[src/rtl/smv_pkg.sv]
// smv_pkg: shared types, constants and the section type lookup for the
// section map validator. No dependencies.
`default_nettype none

package smv_pkg;

  localparam int MAX_ENTRIES = 64;
  localparam int IDX_W = $clog2(MAX_ENTRIES);
  localparam int CNT_W = $clog2(MAX_ENTRIES + 1);

  localparam logic [33:0] HDR_WORD_BYTES = 34'd4;
  localparam logic [33:0] MAP_ITEM_BYTES = 34'd12;
  localparam logic [15:0] CODE_ITEM_TYPE = 16'h2001;
  localparam logic [4:0]  KIND_UNKNOWN   = 5'd21;

  typedef enum logic [1:0] {
    CFG_MAP_OFFSET  = 2'd0,
    CFG_FILE_BYTES  = 2'd1,
    CFG_ENTRY_COUNT = 2'd2,
    CFG_UNUSED      = 2'd3
  } cfg_idx_t;

  typedef enum logic [3:0] {
    STAT_OK         = 4'd0,
    STAT_NO_MAP     = 4'd1,
    STAT_EMPTY      = 4'd2,
    STAT_TOO_MANY   = 4'd3,
    STAT_PAST_END   = 4'd4,
    STAT_OUT_BOUNDS = 4'd5,
    STAT_UNSORTED   = 4'd6,
    STAT_DUP_TYPE   = 4'd7,
    STAT_SEQUENCE   = 4'd8
  } status_t;

  typedef enum logic [0:0] {
    MODE_START = 1'b0,
    MODE_ENTRY = 1'b1
  } mode_t;

  typedef struct packed {
    logic        mode;
    logic [15:0] entry_type;
    logic [31:0] entry_offset;
  } item_t;

  typedef struct packed {
    logic [3:0]  status;
    logic [31:0] seg_offset;
    logic [31:0] seg_size;
    logic [4:0]  kind;
    logic        executable;
    logic        start_gap;
    logic        last;
  } result_t;

  // control handed from the sequencer to every cell of the chain
  typedef struct packed {
    logic [15:0]      key_type;
    logic [CNT_W-1:0] count;
    logic             wr_en;
    logic [IDX_W-1:0] wr_idx;
    logic [15:0]      wr_type;
    logic [31:0]      wr_off;
    logic             shift;
  } chain_ctl_t;

  function automatic logic [4:0] kind_of(input logic [15:0] t);
    logic [4:0] k;
    unique case (t)
      16'h0000: k = 5'd0;
      16'h0001: k = 5'd1;
      16'h0002: k = 5'd2;
      16'h0003: k = 5'd3;
      16'h0004: k = 5'd4;
      16'h0005: k = 5'd5;
      16'h0006: k = 5'd6;
      16'h0007: k = 5'd7;
      16'h0008: k = 5'd8;
      16'h1000: k = 5'd9;
      16'h1001: k = 5'd10;
      16'h1002: k = 5'd11;
      16'h1003: k = 5'd12;
      16'h2000: k = 5'd13;
      16'h2001: k = 5'd14;
      16'h2002: k = 5'd15;
      16'h2003: k = 5'd16;
      16'h2004: k = 5'd17;
      16'h2005: k = 5'd18;
      16'h2006: k = 5'd19;
      16'hF000: k = 5'd20;
      default:  k = KIND_UNKNOWN;
    endcase
    return k;
  endfunction

endpackage

`default_nettype wire

[src/rtl/smv_cell.sv]
// smv_cell: one map entry slot: stored type and offset, a registered type
// match against the incoming item, and a shift path toward the head.
// Depends on smv_pkg.
`default_nettype none

module smv_cell (
  input  wire logic                     clk,
  input  wire logic [smv_pkg::IDX_W-1:0] idx,
  input  wire smv_pkg::chain_ctl_t      ctl,
  input  wire logic [15:0]              next_type,
  input  wire logic [31:0]              next_off,
  output logic      [15:0]              ctype,
  output logic      [31:0]              coff,
  output logic                          hit
);

  logic in_run;

  // only slots written in the current run take part in the compare
  assign in_run = {1'b0, idx} < ctl.count;

  always_ff @(posedge clk) begin
    hit <= in_run && (ctype == ctl.key_type);
    if (ctl.wr_en && (ctl.wr_idx == idx)) begin
      ctype <= ctl.wr_type;
      coff  <= ctl.wr_off;
    end else if (ctl.shift) begin
      ctype <= next_type;
      coff  <= next_off;
    end
  end

endmodule

`default_nettype wire

[src/rtl/smv_chain.sv]
// smv_chain: row of smv_cell slots; gives the duplicate hit and the two
// head slots used while segments are emitted. Depends on smv_pkg, smv_cell.
`default_nettype none

module smv_chain (
  input  wire logic                clk,
  input  wire smv_pkg::chain_ctl_t ctl,
  output logic                     hit_any,
  output logic [15:0]              head_type,
  output logic [31:0]              head_off,
  output logic [31:0]              second_off
);

  logic [15:0] types [smv_pkg::MAX_ENTRIES+1];
  logic [31:0] offs  [smv_pkg::MAX_ENTRIES+1];
  logic [smv_pkg::MAX_ENTRIES-1:0] hits;

  // slot past the tail feeds zeros into the shift path
  assign types[smv_pkg::MAX_ENTRIES] = '0;
  assign offs[smv_pkg::MAX_ENTRIES]  = '0;

  for (genvar i = 0; i < smv_pkg::MAX_ENTRIES; i++) begin : g_cell
    smv_cell u_cell (
      .clk       (clk),
      .idx       (smv_pkg::IDX_W'(i)),
      .ctl       (ctl),
      .next_type (types[i+1]),
      .next_off  (offs[i+1]),
      .ctype     (types[i]),
      .coff      (offs[i]),
      .hit       (hits[i])
    );
  end

  assign hit_any    = |hits;
  assign head_type  = types[0];
  assign head_off   = offs[0];
  assign second_off = offs[1];

endmodule

`default_nettype wire

[config.mk]
export PLATFORM = sky130hd
export DESIGN_NAME = smv_chain
export DESIGN_NICKNAME = d
export VERILOG_FILES = /design/src/rtl/smv_pkg.sv /design/src/rtl/smv_cell.sv /design/src/rtl/smv_chain.sv
export SDC_FILE = /design/constraint.sdc
export NUM_CORES = 2
export LEC_CHECK = 0
export BUFFER_PORTS_ARGS = -buffer_cell sky130_fd_sc_hd__buf_2
export CORE_MARGIN = 5
export CORE_UTILIZATION = 55
export CTS_BUF_LIST = sky130_fd_sc_hd__clkbuf_8
export DETAILED_ROUTE_END_ITERATION = 12
export HOLD_SLACK_MARGIN = 0.1
export PLACE_DENSITY = 0.7
export SLEW_MARGIN = 20
export SYNTH_ARGS = -nofsm -noshare
export SYNTH_HDL_FRONTEND = slang
export SYNTH_SLANG_ARGS = --single-unit
[constraint.sdc]
create_clock -name clk -period 5.5 [get_ports clk]
set_clock_uncertainty 0.2 [all_clocks]
set_input_delay 1.1 -clock clk [delete_from_list [all_inputs] [get_ports clk]]
set_output_delay 1.1 -clock clk [all_outputs]
set_load 0.01 [all_outputs]
==> out/results.txt <==
sequential area share after synthesis - 65.1%
count of cell types in the netlist - 35
Worst Slack Setup Final - 0.740 ns
worst setup path endpoint - hit_any
die area - 272000 um2
row count - 187
CP Data Arrival Time - 3.46 ns
most frequent cells in the layout - 3072 x edfxtp_1, 3024 x mux2_2, 614 x xor2_1
Nets - 8881
# H-tree levels - 6
Antenna Nets Post-Route - 0
asr flop ratio synth - 0%
PD cells - 329 nW/um2
worst r2r path cells - 4
largest net degree at the start of global routing - 65
post-place setup slack - 1.07 ns
CP Max Fanout - 1
GR Util All Layers - 30.1%
Final setup viols - 0
port buffer count - 160
Die Wd - 521 um
Crit. End Element - output port
EDFF count, synth - 3072
Hold/Removal Path Class - in -> reg
DR pass1 iterations - 5
GRT overflow - 0
worst r2r dst - g_cell[60].u_cell.hit
Worst-Margin Slew - 1.19 ns
Final Hold Vio Count - 0
syn_area_per_cell - 16.6 um2
reg2reg start - g_cell[60].u_cell.ctype[9]
CTS resizes - 0
IO Count - 161
GRT Max-Usage Layer - met2
antenna violations before repair - 59
Starting Density - 55.3%
RSZ-0062 raised after global routing - no
R2R setup slack - 3.04 ns
Max-Cap Viols - 0
CTS Buf Count - 528
CTS tree - yes
met1 Track Usage GR - 42.3%
Synth Instances - 8642
Synth Flop Type - edfxtp_1
drt total wl - 418000 um
GR Util met2 - 45.1%
DR vias/cell - 6.30
commonest non-fill, non-tap cell in the layout - edfxtp_1
clock slew seen by the registers of the worst setup and hold paths - 0.06 ns
DRC violations left - 0
layout cells sized above 1 - 46.0%
first-pass GRT wire length - 593000 um
Req. time, crit path - 4.20 ns
Die Span Y - 521 um
fin crit share - 86.5%
fmax - 210 MHz
clk_lat worst skew - 1.16 ns
crit path launch type - register
Synthesized Nets - 8722
Crit Path Class - reg -> out
initial DRC count - 10500
Root Buffer - clkbuf_8
Final Critical Period - 4.76 ns
synth warn - 0
Final GP Congestion - 0.946
clk buf depth - 4
Max Transition Viols Final - 0
vias in the first global route - 80500
hpwl dp - 263000 um
core area - 260000 um2
DR WL/cell - 32.9 um
status - finished clean
Util after Layout - 60.7%
CP startpoint - g_cell[42].u_cell.hit
flip-flop and latch count after synthesis - 3136
clock sinks - 3136
Global Route met3 Usage - 7.40%
area growth from synthesis to layout - 9.86%
Post-CTS Setup Bufs - 0
Mapped Area - 144000 um2
leakage - 54.9 nW
Sum Neg Setup Slack - 0 ns
Max-slew headroom - 20.5%
vias - 80100
peak supply drop - 0.271 mV
==> kinds of logic (layout without fill, tap and decap cells) <==
logic type             Yosys count  after routing  share of synthesized area (%)
AO/OA/AOI/OAI                   56             56                          0.257
XOR/XNOR                      1024           1024                           6.24
buffers and inverters          792           1344                           2.31
flip-flops                    3136           3136                           65.1
multiplexers                  3024           3024                           23.7
other                            0             26                              0
AND/OR/NAND/NOR                610            610                           2.43
==> cell type report <==
cell class,count,area (um2)
Fill cell,19000,102000
Antenna cell,26,65.1
Clock inverter,380,1910
Multi-Input combinational cell,4714,47400
Clock buffer,543,7470
Timing Repair Buffer,420,3140
Tap cell,3496,4370
Inverter,1,3.75
Sequential cell,3136,93500
==> how the worst min path moves through the flow <==
stage	slack, ns	startpoint	cells after the start	endpoint
2_1_floorplan	0.32	g_cell[11].u_cell.coff[31]	1	g_cell[10].u_cell.coff[31]
5_1_grt	0.21	ctl[59]	3	g_cell[14].u_cell.hit
6_report	0.25	ctl[59]	3	g_cell[14].u_cell.hit
4_1_cts	0.12	ctl[59]	3	g_cell[14].u_cell.hit
3_3_place_gp	0.33	g_cell[4].u_cell.coff[22]	1	g_cell[3].u_cell.coff[22]
3_5_place_dp	0.33	g_cell[34].u_cell.coff[16]	1	g_cell[33].u_cell.coff[16]
==> metal layers <==
layer  routed length, um  vias up  part of all wire [%]
li1                    -    33200                     -
met4               20300       10                   4.9
met5                  56        -                 0.013
met1              168000    41400                    40
met2              185000     4607                    44
met3               44600      952                    11
==> worst max-delay path: stages (launching register included) <==
cell	delay (ns)
dfxtp_1	0.30
nor4_1	0.59
nand4_1	0.42
or4_1	0.78
buf_2	0.23
==> registers in the layout, summed over array words and instances, names as in the netlist <==
name / cells
g_cell.u_cell.hit: 64
g_cell.u_cell.coff: 2048
g_cell.u_cell.ctype: 1024
==> per-stage QoR <==
step / instance area [um2] / std cells / hold slack, ns / power [W]
global route: 158000 / 12700 / 0.215 / 0.0535
global placement: 148000 / 11800 / 0.326 / 0.0331
finish: 158000 / 12700 / 0.249 / 0.0520
detailed placement: 148000 / 11800 / 0.330 / 0.0332
CTS: 158000 / 12700 / 0.122 / 0.0521
floorplan: 144000 / 8642 / 0.323 / 0.0314
==> cells in the mapped netlist (4+ instances only) <==
master     number  area share [%]
edfxtp_1     3072              64
mux2_2       3024              24
xor2_1        614             3.7
clkbuf_1      467             1.2
xnor2_1       410             2.5
buf_2         226            0.79
nor4_1        200            0.87
nand4_1       108            0.47
buf_1          81            0.21
dfxtp_1        64            0.89
nand2_1        61            0.16
and2_1         50            0.22
nand2b_1       48            0.21
nor2_1         45            0.12
nand3_1        34            0.12
or2_2          27            0.12
nor3_1         22           0.077
a21oi_1        17           0.059
o2111ai_1      17            0.10
buf_4          16           0.084
o21ai_0        13           0.045
a211oi_1        4           0.021
and3_1          4           0.017
==> repair_timing <==
item | CTS | global route
setup endpoints to repair | 0 | 0
hold endpoints to repair | 5 | 0
hold buffers | 1 | 0
==> power breakdown <==
group          switching, W  internal, W  total (W)
Clock               0.00979      0.00935     0.0191
Combinational       0.00250      0.00159    0.00409
Sequential         0.000781       0.0279     0.0287
No activity file was read; power rests on OpenSTA's default activity.
